**src/command_line_splitter_macros.svh**
```systemverilog
// Assertion macros for the command line splitter.
`ifndef COMMAND_LINE_SPLITTER_MACROS_SVH
`define COMMAND_LINE_SPLITTER_MACROS_SVH

// The consequent must hold in the same cycle as the antecedent.
`define CLS_ASSERT_SAME(label, clk, rst, ante, cons, msg) \
   label: assert property (@(posedge clk) disable iff (rst) (ante) |-> (cons)) else $error(msg);

// The consequent must hold in the cycle after the antecedent.
`define CLS_ASSERT_NEXT(label, clk, rst, ante, cons, msg) \
   label: assert property (@(posedge clk) disable iff (rst) (ante) |=> (cons)) else $error(msg);

`endif

```
**src/cls_pkg.sv**
```systemverilog
`timescale 1ns / 1ps

package cls_pkg;

   localparam int unsigned MAX_RESULTS = 4;

   localparam logic [1:0] KIND_BYTE = 2'd0;
   localparam logic [1:0] KIND_END  = 2'd1;
   localparam logic [1:0] KIND_DONE = 2'd2;
   localparam logic [1:0] KIND_ERR  = 2'd3;

   localparam logic [7:0] CH_BSLASH = 8'h5C;
   localparam logic [7:0] CH_SQUOTE = 8'h27;
   localparam logic [7:0] CH_DQUOTE = 8'h22;
   localparam logic [7:0] CH_X      = 8'h78;

   typedef struct packed {
      logic [7:0] in_byte;
      logic       in_last;
   } req_payload_type;

   typedef struct packed {
      logic [7:0] out_byte;
      logic [1:0] out_kind;
      logic       out_last;
   } rsp_payload_type;

   typedef enum logic [4:0] {
      MODE_START = 5'b00001,
      MODE_ARG   = 5'b00010,
      MODE_GAP   = 5'b00100,
      MODE_SQ    = 5'b01000,
      MODE_DQ    = 5'b10000
   } mode_type;

   typedef enum logic [5:0] {
      PH_NONE = 6'b000001,
      PH_BSL  = 6'b000010,
      PH_HEX0 = 6'b000100,
      PH_HEX1 = 6'b001000,
      PH_OCT1 = 6'b010000,
      PH_OCT2 = 6'b100000
   } phase_type;

endpackage

```
**src/command_line_splitter.sv**
```systemverilog
`timescale 1ns / 1ps
// Streaming shell-style command line splitter. One command line byte enters per request, with
// in_last on the final byte, and the block returns argument bytes, an end mark after each
// argument and one closing done or unterminated-quote result per line. A request is decoded in
// the cycle it is accepted into a bank of up to four results, which drains one result per cycle
// into the output register while that register is empty or rsp_ready is high. A request that
// produces at most one result is accepted every cycle under the same condition; one producing more
// stalls the next request until its last result moves out through the single result port.

`include "command_line_splitter_macros.svh"

module command_line_splitter (
   input  logic                     clock,
   input  logic                     reset,
   input  logic                     req_valid,
   output logic                     req_ready,
   input  cls_pkg::req_payload_type req_payload,
   output logic                     rsp_valid,
   input  logic                     rsp_ready,
   output cls_pkg::rsp_payload_type rsp_payload
);
   import cls_pkg::*;

   mode_type        mode_ff, mode_in;
   phase_type       phase_ff, phase_in;
   logic [7:0]      val_ff, val_in;
   logic            inq_ff, inq_in;

   rsp_payload_type bank_ff [MAX_RESULTS];
   rsp_payload_type bank_in [MAX_RESULTS];
   logic [2:0]      cnt_ff, cnt_in;
   rsp_payload_type out_ff, out_in;
   logic            out_valid_ff, out_valid_in;

   rsp_payload_type res [8];
   logic [2:0]      n;
   logic [2:0]      step_cnt;
   logic            do_plain;
   logic [7:0]      b;
   logic            hex_ok;
   logic [3:0]      hex_v;
   logic            oct_ok;
   logic [7:0]      oct_v;
   logic [7:0]      quote_ch;
   logic            accept;
   logic            move;

   assign b      = req_payload.in_byte;
   assign hex_ok = (b inside {["0":"9"], ["A":"F"], ["a":"f"]});
   assign hex_v  = (b inside {["0":"9"]}) ? b[3:0] : 4'(b[3:0] + 4'd9);
   assign oct_ok = (b inside {["0":"7"]});
   assign oct_v  = {val_ff[4:0], b[2:0]};

   assign move      = (cnt_ff != 3'd0) && (!out_valid_ff || rsp_ready);
   assign req_ready = (cnt_ff == 3'd0) || ((cnt_ff == 3'd1) && move);
   assign accept    = req_valid && req_ready;

   always_comb begin
      mode_in  = mode_ff;
      phase_in = phase_ff;
      val_in   = val_ff;
      inq_in   = inq_ff;
      do_plain = 1'b0;
      n        = '0;
      quote_ch = (mode_ff == MODE_SQ) ? CH_SQUOTE : CH_DQUOTE;
      for (int i = 0; i < 8; i++) begin
         res[i] = '{out_byte: 8'd0, out_kind: KIND_BYTE, out_last: 1'b0};
      end

      case (phase_ff)
         PH_BSL: begin
            phase_in = PH_NONE;
            case (b)
               "a": begin res[n].out_byte = 8'd7; n = n + 3'd1; end
               "b": begin res[n].out_byte = 8'd8; n = n + 3'd1; end
               "e", "E": begin res[n].out_byte = 8'd27; n = n + 3'd1; end
               "f": begin res[n].out_byte = 8'd12; n = n + 3'd1; end
               "n": begin res[n].out_byte = 8'd10; n = n + 3'd1; end
               "r": begin res[n].out_byte = 8'd13; n = n + 3'd1; end
               "t": begin res[n].out_byte = 8'd9; n = n + 3'd1; end
               "v": begin res[n].out_byte = 8'd11; n = n + 3'd1; end
               CH_BSLASH: begin res[n].out_byte = CH_BSLASH; n = n + 3'd1; end
               "x", "X": begin
                  phase_in = PH_HEX0;
                  val_in   = 8'd0;
               end
               default: begin
                  if (oct_ok) begin
                     phase_in = PH_OCT1;
                     val_in   = {5'd0, b[2:0]};
                  end else begin
                     if (inq_ff) begin
                        res[n].out_byte = CH_BSLASH;
                        n = n + 3'd1;
                     end
                     res[n].out_byte = b;
                     n = n + 3'd1;
                  end
               end
            endcase
         end
         PH_HEX0: begin
            if (hex_ok) begin
               val_in   = {4'd0, hex_v};
               phase_in = PH_HEX1;
            end else begin
               phase_in = PH_NONE;
               if (inq_ff) begin
                  res[n].out_byte = CH_BSLASH;
                  n = n + 3'd1;
               end
               res[n].out_byte = CH_X;
               n = n + 3'd1;
               do_plain = 1'b1;
            end
         end
         PH_HEX1: begin
            phase_in = PH_NONE;
            if (hex_ok) begin
               res[n].out_byte = {val_ff[3:0], hex_v};
               n = n + 3'd1;
            end else begin
               res[n].out_byte = val_ff;
               n = n + 3'd1;
               do_plain = 1'b1;
            end
         end
         PH_OCT1, PH_OCT2: begin
            if (oct_ok) begin
               val_in = oct_v;
               if (phase_ff == PH_OCT1) begin
                  phase_in = PH_OCT2;
               end else begin
                  phase_in = PH_NONE;
                  res[n].out_byte = oct_v;
                  n = n + 3'd1;
               end
            end else begin
               phase_in = PH_NONE;
               res[n].out_byte = val_ff;
               n = n + 3'd1;
               do_plain = 1'b1;
            end
         end
         default: begin
            phase_in = PH_NONE;
            do_plain = 1'b1;
         end
      endcase

      if (do_plain) begin
         if ((mode_ff == MODE_SQ) || (mode_ff == MODE_DQ)) begin
            if (b == quote_ch) begin
               mode_in = MODE_ARG;
            end else if (b == CH_BSLASH) begin
               phase_in = PH_BSL;
               inq_in   = 1'b1;
            end else begin
               res[n].out_byte = b;
               n = n + 3'd1;
            end
         end else if (b == CH_SQUOTE) begin
            mode_in = MODE_SQ;
         end else if (b == CH_DQUOTE) begin
            mode_in = MODE_DQ;
         end else if (b == CH_BSLASH) begin
            phase_in = PH_BSL;
            inq_in   = 1'b0;
            mode_in  = MODE_ARG;
         end else if (b inside {8'd32, [8'd9:8'd13]}) begin
            if (mode_ff == MODE_ARG) begin
               res[n].out_kind = KIND_END;
               n = n + 3'd1;
            end
            mode_in = MODE_GAP;
         end else begin
            res[n].out_byte = b;
            n = n + 3'd1;
            mode_in = MODE_ARG;
         end
      end

      if (req_payload.in_last) begin
         case (phase_in)
            PH_BSL: begin
               res[n].out_byte = CH_BSLASH;
               n = n + 3'd1;
            end
            PH_HEX0: begin
               if (inq_in) begin
                  res[n].out_byte = CH_BSLASH;
                  n = n + 3'd1;
               end
               res[n].out_byte = CH_X;
               n = n + 3'd1;
            end
            PH_HEX1, PH_OCT1, PH_OCT2: begin
               res[n].out_byte = val_in;
               n = n + 3'd1;
            end
            default: begin
            end
         endcase
         if ((mode_in == MODE_SQ) || (mode_in == MODE_DQ)) begin
            res[n].out_kind = KIND_ERR;
            n = n + 3'd1;
         end else begin
            if (mode_in == MODE_ARG) begin
               res[n].out_kind = KIND_END;
               n = n + 3'd1;
            end
            res[n].out_kind = KIND_DONE;
            n = n + 3'd1;
         end
         mode_in  = MODE_START;
         phase_in = PH_NONE;
         val_in   = 8'd0;
         inq_in   = 1'b0;
      end

      step_cnt = (n > 3'(MAX_RESULTS)) ? 3'(MAX_RESULTS) : n;
      if (step_cnt != 3'd0) begin
         res[step_cnt - 3'd1].out_last = 1'b1;
      end
   end

   always_comb begin
      bank_in      = bank_ff;
      cnt_in       = cnt_ff;
      out_in       = out_ff;
      out_valid_in = out_valid_ff;
      if (move) begin
         out_in       = bank_ff[0];
         out_valid_in = 1'b1;
         for (int i = 0; i < MAX_RESULTS - 1; i++) begin
            bank_in[i] = bank_ff[i + 1];
         end
         cnt_in = cnt_ff - 3'd1;
      end else if (rsp_ready) begin
         out_valid_in = 1'b0;
      end
      if (accept) begin
         for (int i = 0; i < MAX_RESULTS; i++) begin
            bank_in[i] = res[i];
         end
         cnt_in = step_cnt;
      end
   end

   always_ff @(posedge clock) begin
      if (reset) begin
         mode_ff      <= MODE_START;
         phase_ff     <= PH_NONE;
         val_ff       <= 8'd0;
         inq_ff       <= 1'b0;
         cnt_ff       <= 3'd0;
         out_valid_ff <= 1'b0;
      end else begin
         if (accept) begin
            mode_ff  <= mode_in;
            phase_ff <= phase_in;
            val_ff   <= val_in;
            inq_ff   <= inq_in;
         end
         cnt_ff       <= cnt_in;
         out_valid_ff <= out_valid_in;
      end
   end

   always_ff @(posedge clock) begin
      bank_ff <= bank_in;
      out_ff  <= out_in;
   end

   assign rsp_valid   = out_valid_ff;
   assign rsp_payload = out_ff;

   `CLS_ASSERT_NEXT(a_line_end_resets, clock, reset, accept && req_payload.in_last, (mode_ff == MODE_START) && (phase_ff == PH_NONE) && (val_ff == 8'd0), "state not cleared after the final byte of a line")
   `CLS_ASSERT_NEXT(a_results_banked, clock, reset, accept && (step_cnt != 3'd0), cnt_ff != 3'd0, "decoded results were not loaded")
   `CLS_ASSERT_SAME(a_close_is_last, clock, reset, out_valid_ff && ((out_ff.out_kind == KIND_DONE) || (out_ff.out_kind == KIND_ERR)), out_ff.out_last, "closing result is not marked last")
   `CLS_ASSERT_SAME(a_bank_bound, clock, reset, 1'b1, cnt_ff <= 3'(MAX_RESULTS), "result bank count out of range")

endmodule

```
**config.mk**
```make
export PLATFORM = sky130hd
export DESIGN_NAME = command_line_splitter
export DESIGN_NICKNAME = d
export VERILOG_FILES = /design/src/cls_pkg.sv /design/src/command_line_splitter.sv
export VERILOG_INCLUDE_DIRS = /design/src /design/src/src
export SDC_FILE = /design/constraint.sdc
export NUM_CORES = 1
export LEC_CHECK = 0
export ABC_CLOCK_PERIOD_IN_PS = 10150
export BUFFER_PORTS_ARGS = -buffer_cell sky130_fd_sc_hd__buf_2
export CORE_ASPECT_RATIO = 1.1
export CORE_MARGIN = 4
export CORE_UTILIZATION = 30
export DETAILED_ROUTE_END_ITERATION = 10
export GPL_TIMING_DRIVEN = 0
export PLACE_DENSITY = 0.54
export SYNTH_ARGS = -nofsm -noshare
export SYNTH_HDL_FRONTEND = slang
export SYNTH_SLANG_ARGS = --single-unit
```
**constraint.sdc**
```tcl
create_clock -name clock -period 10.15 [get_ports clock]
set_clock_uncertainty 0.1 [all_clocks]
set_input_delay 0.5075 -clock clock [delete_from_list [all_inputs] [get_ports clock]]
set_output_delay 0.5075 -clock clock [all_outputs]
set_load 0.01 [all_outputs]
```
==> results of run 1 <==
==> logic make-up (layout without fill, tap and decap cells) <==
family          after synthesis  in the layout
mux                          17             17
xor+xnor                     17             17
compound gates              221            221
simple gates                268            268
buf+inv                      72            110
flops                        79             79
fa+ha+maj                    17             17
==> layout make-up <==
class	instances	area (µm²)
fill	2054	12600
multi-input combinational	540	3480
sequential	79	2130
tap	247	309
clock buffer	11	233
buffer	50	230
timing repair buffer	22	110
clock inverter	5	82.6
inverter	22	82.6
==> cells in the final DEF (no fill, tap or decap), types with 6 or more instances in the layout <==
| cell | Yosys | final |
|---|---|---|
| buf_2 | 10 | 32 |
| a21o_1 | 8 | 8 |
| nor4b_1 | 9 | 9 |
| a211oi_1 | 6 | 6 |
| a31oi_1 | 14 | 14 |
| nand2b_1 | 6 | 6 |
| or2_2 | 7 | 7 |
| nand2_1 | 75 | 75 |
| nor2_1 | 71 | 71 |
| nor3_1 | 14 | 14 |
| xnor2_1 | 10 | 10 |
| and3_1 | 9 | 9 |
| mux2i_1 | 14 | 14 |
| dfxtp_1 | 24 | 24 |
| a21oi_1 | 50 | 49 |
| edfxtp_1 | 55 | 55 |
| ha_1 | 17 | 17 |
| o211ai_1 | 8 | 8 |
| clkbuf_1 | 32 | 34 |
| inv_1 | 20 | 20 |
| and2_1 | 9 | 9 |
| a32oi_1 | 9 | 9 |
| clkbuf_16 | 0 | 9 |
| a22oi_1 | 13 | 13 |
| o21ai_0 | 50 | 50 |
| nand3_1 | 16 | 16 |
| nor4_1 | 7 | 7 |
==> report_power, final <==
group | internal, mW | total [mW] | switching [mW]
clock | 0.216 | 0.347 | 0.132
combinational | 0.114 | 0.386 | 0.273
sequential | 0.524 | 0.557 | 0.0326
total | 0.854 | 1.29 | 0.437
==> per-stage QoR <==
stage / cells / utilization [%] / power [mW]
after floorplan: 691 / - / 0.806
after global placement: 960 / 33.0 / 0.950
after detailed placement: 960 / 33.0 / 0.956
after CTS: 976 / 34.6 / 1.31
after global routing: 976 / 34.6 / 1.37
final: 976 / 34.6 / 1.29
==> state kept, by name, summed over array words and instances (netlist names) <==
register,cells
phase_ff,6
cnt_ff,3
inq_ff,1
rsp_valid,1
rsp_payload,11
val_ff,8
mode_ff,5
bank_ff,44
==> cells in the mapped netlist, drive strengths merged, types with 4 or more instances <==
master,count
o31ai,4
xor2,5
o211ai,9
a21oi,51
inv,20
o21a,5
or2,9
xnor2,12
and3,9
nor2,71
edfxtp,55
buf,18
a211oi,6
clkbuf,32
or3,5
nor4b,9
a31oi,14
nand3b,4
ha,17
nand2,75
a22oi,14
o21ai,55
mux2i,14
nor3b,5
nor3,16
nand3,16
and2,11
o22ai,5
nor4,8
dfxtp,24
a32oi,9
nor2b,5
nand2b,6
a22o,5
a21o,8
==> how the worst min path moves through the flow <==
stage	to	slack (ps)
4_1_cts	rsp_payload[2]	320
6_report	rsp_payload[2]	320
2_1_floorplan	rsp_payload[0]	300
3_5_place_dp	rsp_payload[2]	300
5_1_grt	rsp_payload[10]	330
3_3_place_gp	rsp_payload[3]	300
==> worst max-delay path: cells and delay by family <==
kind	cells	cell delay, ps
simple gates	8	1760
mux	2	820
fa+ha+maj	7	2100
compound gates	10	2240
buf+inv	8	1530
==> per-layer routing <==
layer  GRT usage, %  vias to the layer above  wire length [µm]
met5              0                        -                 0
met4           5.71                        0               457
met3           3.14                       28              1260
met2           25.6                      224              8330
met1           23.6                     2639              8610
li1               -                     2666                 -
==> run summary, run 1 <==
Core Rows -> 53
Initial antenna violation count -> 0
Iteration count of the initial detailed-routing pass -> 8
Final TNS setup -> 0 ps
Clock slew at reported path FFs -> 60 ps
Layout cell share with drive strength beyond 1 -> 11.0%
Simple-gate share of the synthesized area -> 23.5%
Clock sinks -> 79
Die H -> 155 µm
Vias in the first global route -> 5136
R2R depth -> 30
Post-synthesis mux area share -> 2.94%
Worst setup SP type -> input pin
Pre-CTS setup slack -> 1090 ps
Final slew viol count -> 0
Post-Syn Area -> 0.00592 mm²
Antenna Cells -> 0
WL per Instance -> 19.1 µm
# port buffers -> 22
Top-area cell type share of the netlist area -> 27.9%
CP dominant cell by count -> ha_1
Reg-to-reg endpoint -> bank_ff[0]
RSZ-0062 raised after global routing -> false
Die X -> 142 µm
Hold Startpoint -> bank_ff[35]
Synthesized Nets -> 721
YS warnings -> 0
Hold depth -> 0
Synth Area in Adders -> 3.59%
CTS tree -> yes
Synthesized flop and latch total -> 79
FMAX -> 0.113 GHz
Max stage delay cell, worst path -> nor4b_1
Worst-Skew Late Latency -> 340 ps
Worst hold margin -> 317 ps
Worst path max stage delay -> 520 ps
MaxCap Viol Count -> 0
CTS H-tree depth -> 3
CTS resizes -> 0
Status -> finished, final reports clean
Vias per cell -> 5.69
Gr ovfl total -> 0
Remaining antenna violation count -> 0
First-pass GRT wire length -> 29000 µm
Post-synth EDFFs -> 55
Critical Path End Type -> flop
Compound-Gate Fraction of Synth Area -> 25.5%
CP endpoint -> bank_ff[0]
Sequential share of the synthesized area -> 36.0%
Root Buffer Master -> clkbuf_16
Post-synthesis area per instance -> 8.57 µm²
Slew margin rel. -> 27.8%
Tmin final -> 8880 ps
Leak pwr -> 2.47 nW
Post-Synth XOR/XNOR Area -> 3.15%
Crit Path Category -> in2reg
Cts hold-fix bufs -> 0
CORE AREA -> 0.0192 mm²
Reg-to-reg slack, setup -> 2110 ps
Critical path origin -> req_payload[1]
VDD IR max -> 0.169 mV
Die Area -> 0.0221 mm²
Slew of the pin with the lowest slew margin -> 1080 ps
HPWL after DPL -> 13800 µm
Final worst-path cycle share -> 87.5%
Final GP Congestion -> 0.970
DRT iter0 DRCs -> 582
Synth unique cells -> 86
Worst reg2reg path startpoint -> phase_ff[1]
Num CTS Buffers -> 9
Ranking of synthesized cells by area -> edfxtp_1 28%, dfxtp_1 8.1%, nand2_1 4.8%, nor2_1 4.5%, a21oi_1 4.2%
Worst-case clock buffer depth -> 2
Synth async-reset ratio -> 0%
Worst Path Arrival -> 8980 ps
WP data required -> 10240 ps
Via Count -> 5557
Initial Util -> 30.8%
Cell Pwr Density -> 194 mW/mm²
Final Hold Fails -> 0
Boundary Pins -> 26
Design area -> 0.00666 mm²
Setup violators final -> 0
Area leader, netlist -> edfxtp_1
WL final -> 18700 µm
Main flop type after synthesis -> edfxtp_1
Largest net degree at the start of global routing -> 34
Setup bufs post-CTS -> 0
Layout area overhead -> 12.5%
Largest family of logic cells by synthesized area -> compound AO/OA/AOI/OAI gates
Area after DPL -> 0.00635 mm²
Hold WC Path Type -> reg2reg
DRC viols -> 0
Tot GR Track Use -> 16.7%
CP max FO -> 9
Setup ws final -> 1270 ps
Post-Synthesis Cells -> 691
Final net count -> 754
Power figures use the tool's default switching activity.
==> run 2, diff against run 1 <==
CORE_ASPECT_RATIO = 1.4   (was 1.1)
SLEW_MARGIN = 5   (was not set)
==> run 2 against run 1 <==
  * Global-route usage grew 0.12 points
  * Fmax grew 2.2%
  * Non-clock buffer count grew 1
  * Power shrank 3.2%
  * Clock power shrank 12%
==> run summary, run 2 (synthesized netlist as in run 1, its figures left out) <==
Via Count -> 5551
Die Area -> 0.0221 mm²
Vias in the first global route -> 5393
Worst setup SP type -> input pin
Cts hold-fix bufs -> 0
Setup ws final -> 1460 ps
# port buffers -> 22
VDD IR max -> 0.100 mV
Top Family by Delay on Critical Path -> compound AO/OA/AOI/OAI gates
Area of the multi-input gates -> 0.00348 mm²
Layout cell share with drive strength beyond 1 -> 11.1%
Total chip power -> 1.25 mW
Layout area overhead -> 11.9%
Pre-CTS setup slack -> 1250 ps
Crit Path Category -> in2reg
Final TNS setup -> 0 ps
Leak pwr -> 2.46 nW
WL per Instance -> 19.0 µm
Antenna Cells -> 0
Slew of the pin with the lowest slew margin -> 995 ps
Vias per cell -> 5.68
Commonest non-fill, non-tap cell in the layout -> nand2_1
Hold depth -> 0
Die X -> 127 µm
Num CTS Buffers -> 9
Sequential cell area -> 0.00213 mm²
Clock slew at reported path FFs -> 70 ps
Setup violators final -> 0
Buf+Inv Stages, Crit Path -> 8
Boundary Pins -> 26
Die H -> 174 µm
Iteration count of the initial detailed-routing pass -> 6
Status -> finished, final reports clean
MaxCap Viol Count -> 0
Hold Startpoint -> bank_ff[42]
Hold WC Path Type -> reg2reg
Largest net degree at the start of global routing -> 34
Gr ovfl total -> 0
Slew margin rel. -> 33.7%
Clock sinks -> 79
Final worst-path cycle share -> 85.6%
WHS Endpoint -> rsp_payload[9]
Final Core Density -> 34.4%
Final net count -> 755
Cell Pwr Density -> 188 mW/mm²
Worst Path Arrival -> 8790 ps
First-pass GRT wire length -> 29800 µm
Initial antenna violation count -> 0
CORE AREA -> 0.0193 mm²
WL final -> 18600 µm
Worst hold margin -> 317 ps
CTS resizes -> 0
Most frequent cells in the layout -> 75 x nand2_1, 71 x nor2_1, 55 x edfxtp_1
Setup bufs post-CTS -> 0
CTS H-tree depth -> 3
R2R depth -> 30
Core Rows -> 60
Final GP Congestion -> 0.896
WP depth -> 35
Worst reg2reg path startpoint -> phase_ff[1]
Final-layout fill cell count -> 1999
Worst path max stage delay -> 450 ps
WP data required -> 10240 ps
Final Hold Fails -> 0
CP max FO -> 9
CP dominant cell by count -> ha_1
Tmin final -> 8690 ps
Reg-to-reg endpoint -> bank_ff[0]
Worst-case clock buffer depth -> 2
DRT iter0 DRCs -> 490
Final slew viol count -> 0
CTS tree -> yes
Initial Util -> 30.7%
Max stage delay cell, worst path -> nor4b_1
Reg-to-reg slack, setup -> 2250 ps
Worst-Skew Late Latency -> 340 ps
Critical Path End Type -> flop
FMAX -> 0.115 GHz
Remaining antenna violation count -> 0
Max reg flops -> 44
Tot GR Track Use -> 16.8%
HPWL after DPL -> 14000 µm
Root Buffer Master -> clkbuf_16
RSZ-0062 raised after global routing -> false
DRC viols -> 0
Reg with most FFs -> bank_ff
[run 2: changes by cell type in the layout (fill, tap and decap cells not counted), sizes merged]
cell	delta
inv	+2
buf	+1
clkinvlp	-2
clkbuf	-2
clkinv	+4
bufinv	-2
[run 2: worst reg2reg max path, delay by kind of cell, from the launching register on]
family / cells / cell delay, ps
compound gates: 10 / 2330
fa+ha+maj: 6 / 1790
simple gates: 7 / 1720
mux: 2 / 840
buf+inv: 5 / 650
flops: 1 / 300
[run 2: how the worst max path moves through the flow]
stage	to	from	slack [ps]
final	bank_ff[0]	req_payload[1]	1460
after global routing	bank_ff[0]	req_payload[1]	880
after CTS	bank_ff[0]	req_payload[1]	1530
after detailed placement	bank_ff[0]	req_payload[1]	1250
after global placement	bank_ff[0]	req_payload[1]	1280
after floorplan	bank_ff[0]	req_payload[1]	2760
[run 2: routing by layer]
layer	part of all wire (%)	vias up	track usage (%)
met2	48	215	28.0
met4	5.4	0	9.44
met5	0	-	0
met3	5.4	61	2.03
met1	42	2616	20.9
li1	-	2659	-
[run 2: metrics by stage]
stage          instance area, µm²  std cells
2_1_floorplan                5920        691
3_3_place_gp                 6340        961
3_5_place_dp                 6360        962
4_1_cts                      6630        978
5_1_grt                      6630        978
6_report                     6630        978
[run 2: report_power, final]
group          internal, mW  switching (mW)  total, mW
combinational         0.119           0.268      0.388
sequential            0.523          0.0315      0.555
clock                 0.166           0.141      0.307
[run 2: area by class of cell]
cell class                      count  share of cell area [%]
Clock buffer                        9                    3.40
Timing Repair Buffer               23                    1.83
Tap cell                          248                    4.68
Inverter                           22                    1.25
Multi-Input combinational cell    540                    52.5
Buffer                             50                    3.47
Clock inverter                      7                   0.698
Sequential cell                    79                    32.2
==> run 3, diff against run 2 <==
ABC_AREA = 1   (was not set)
==> run 3 against run 2 <==
  * Register-to-register slack improved by 1800 ps
  * Fmax rose by 18%
  * Die area rose by 0.86%
  * Sequential share of layout area fell by 0.40 points
  * Sequential power rose by 4.0%
  * Utilization rose by 0.16 points
  * Final cell count rose by 14%
  * Clock-buffer cell count did not move
  * Non-clock buffer count fell by 28
  * Synthesized cell count rose by 19%
  * Via count rose by 4.6%
  * Critical path type unchanged
==> run summary, run 3 <==
Status -> finished, final reports clean
Cts hold-fix bufs -> 0
DRC viols -> 0
Die X -> 127 µm
Final TNS setup -> 0 ps
Synth async-reset ratio -> 0%
Final slew viol count -> 0
Gr ovfl total -> 0
Area leader, netlist -> edfxtp_1
YS warnings -> 0
Commonest non-fill, non-tap cell in the layout -> nand2_1
Final Hold Fails -> 0
Die Area -> 0.0223 mm²
Num CTS Buffers -> 9
Main flop type after synthesis -> edfxtp_1
Ranking of synthesized cells by area -> edfxtp_1 28%, nand2_1 13%, dfxtp_1 8.0%, inv_1 5.8%, o21ai_0 5.2%
Iteration count of the initial detailed-routing pass -> 7
Design area -> 0.00671 mm²
Hold depth -> 0
Max reg flops -> 44
Boundary Pins -> 26
Worst-case clock buffer depth -> 2
FMAX -> 0.135 GHz
Synthesized Nets -> 855
Synth unique cells -> 55
Area after DPL -> 0.00641 mm²
Crit Path Category -> in2reg
Initial Util -> 30.7%
Max stage delay cell, worst path -> clkinv_1
CORE AREA -> 0.0194 mm²
Final net count -> 891
WL final -> 19000 µm
CTS tree -> yes
Most frequent cell after synthesis -> nand2_1
Worst Path Arrival -> 7390 ps
Layout cell share with drive strength beyond 1 -> 15.1%
Most frequent cells in the layout -> 201 x nand2_1, 92 x inv_1, 62 x nor2_1, 62 x o21ai_0, 60 x nand3_1
Post-Synthesis Cells -> 825
Synthesized flop and latch total -> 79
WL per Instance -> 17.0 µm
# port buffers -> 25
Setup violators final -> 0
Antenna Cells -> 0
Top-area cell type share of the netlist area -> 27.6%
Via Count -> 5804
Worst hold margin -> 318 ps
Area of the multi-input gates -> 0.00330 mm²
Die H -> 175 µm
Cell Pwr Density -> 220 mW/mm²
Setup bufs post-CTS -> 0
Final-layout fill cell count -> 2080
Clock slew at reported path FFs -> 70 ps
Vias in the first global route -> 5623
Largest net degree at the start of global routing -> 34
Sequential share of the synthesized area -> 35.7%
Core Rows -> 60
Hold WC Path Type -> reg2reg
Slew margin rel. -> 20.9%
Top cells by count, synth -> 201 x nand2_1, 93 x inv_1, 62 x nor2_1, 62 x o21ai_0, 60 x nand3_1
Final worst-path cycle share -> 72.8%
Vias per cell -> 5.21
Initial antenna violation count -> 1
R2R depth -> 36
Tot GR Track Use -> 17.2%
Tmin final -> 7390 ps
Remaining antenna violation count -> 0
Leak pwr -> 2.91 nW
Root Buffer Master -> clkbuf_16
VDD IR max -> 0.132 mV
MaxCap Viol Count -> 0
CP max FO -> 9
Worst path max stage delay -> 400 ps
DRT iter0 DRCs -> 483
CP dominant cell by count -> ha_1
Sequential cell area -> 0.00213 mm²
CTS resizes -> 0
Post-Syn Area -> 0.00598 mm²
Critical Path End Type -> flop
Layout area overhead -> 12.3%
Post-synth EDFFs -> 55
WP data required -> 10150 ps
Reg with most FFs -> bank_ff
Final GP Congestion -> 0.953
CTS H-tree depth -> 3
HPWL after DPL -> 14700 µm
Slew of the pin with the lowest slew margin -> 1180 ps
Post-synthesis area per instance -> 7.25 µm²
First-pass GRT wire length -> 30200 µm
Total chip power -> 1.48 mW
Worst setup SP type -> input pin
Worst-Skew Late Latency -> 340 ps
Clock sinks -> 79
RSZ-0062 raised after global routing -> false
==> run 3: changes by cell type in the layout (fill, tap and decap cells not counted), moves of 15 or more <==
cell / delta
nand2_1: +126
clkbuf_1: -16
nand4_1: +15
inv_1: +72
nand3_1: +44
nand2_2: +16
inv_2: +22
==> run 3: stage by stage <==
step	utilization [%]	std cells	worst slack, ps
floorplan	-	825	4050
global placement	33.0	1098	2490
detailed placement	33.0	1098	2490
CTS	34.5	1114	2840
global route	34.5	1114	2190
finish	34.5	1114	2760
==> run 3: worst paths after layout <==
path	end	startpoint	slack [ps]
hold reg to reg	rsp_payload[2]	bank_ff[35]	320
setup reg to reg	bank_ff[22]	phase_ff[2]	4070
hold / removal	rsp_payload[2]	bank_ff[35]	320
setup / recovery	bank_ff[22]	req_payload[1]	2760
==> run 3: power breakdown <==
| group | total [mW] | internal (mW) | switching (mW) |
|---|---|---|---|
| Sequential | 0.577 | 0.542 | 0.0342 |
| Clock | 0.338 | 0.193 | 0.145 |
| Combinational | 0.563 | 0.154 | 0.409 |
==> run 3: critical path: cells and delay by family <==
kind,cells,cell delay [ps]
fa+ha+maj,7,2030
simple gates,18,2540
compound gates,6,1200
buf+inv,8,1080
==> run 3: area by class of cell <==
class / instances / share of cell area (%)
plain buffers: 20 / 1.34
well taps: 248 / 4.62
repair buffers: 25 / 1.86
clock inverters: 7 / 1.12
flip-flops and latches: 79 / 31.8
inverters: 120 / 6.78
clock buffers: 9 / 3.35
multi-input cells: 606 / 49.2
==> run 3: cells by family (layout without fill, tap and decap cells) <==
family	Yosys count	in the layout	share of synthesized area, %
xor+xnor	2	2	0.293
simple gates	407	407	32.1
buf+inv	140	181	9.13
flops	79	79	35.7
mux	2	2	0.335
compound gates	178	178	18.9
fa+ha+maj	17	17	3.56
==> run 3: layer usage <==
metal | vias up | track usage [%] | wire (µm) | part of all wire, %
met5 | - | 0 | 13 | 0.068
met2 | 188 | 29.2 | 9320 | 49
met1 | 2673 | 21.4 | 7980 | 42
met3 | 56 | 2.29 | 851 | 4.5
li1 | 2885 | - | - | -
met4 | 2 | 7.78 | 830 | 4.4
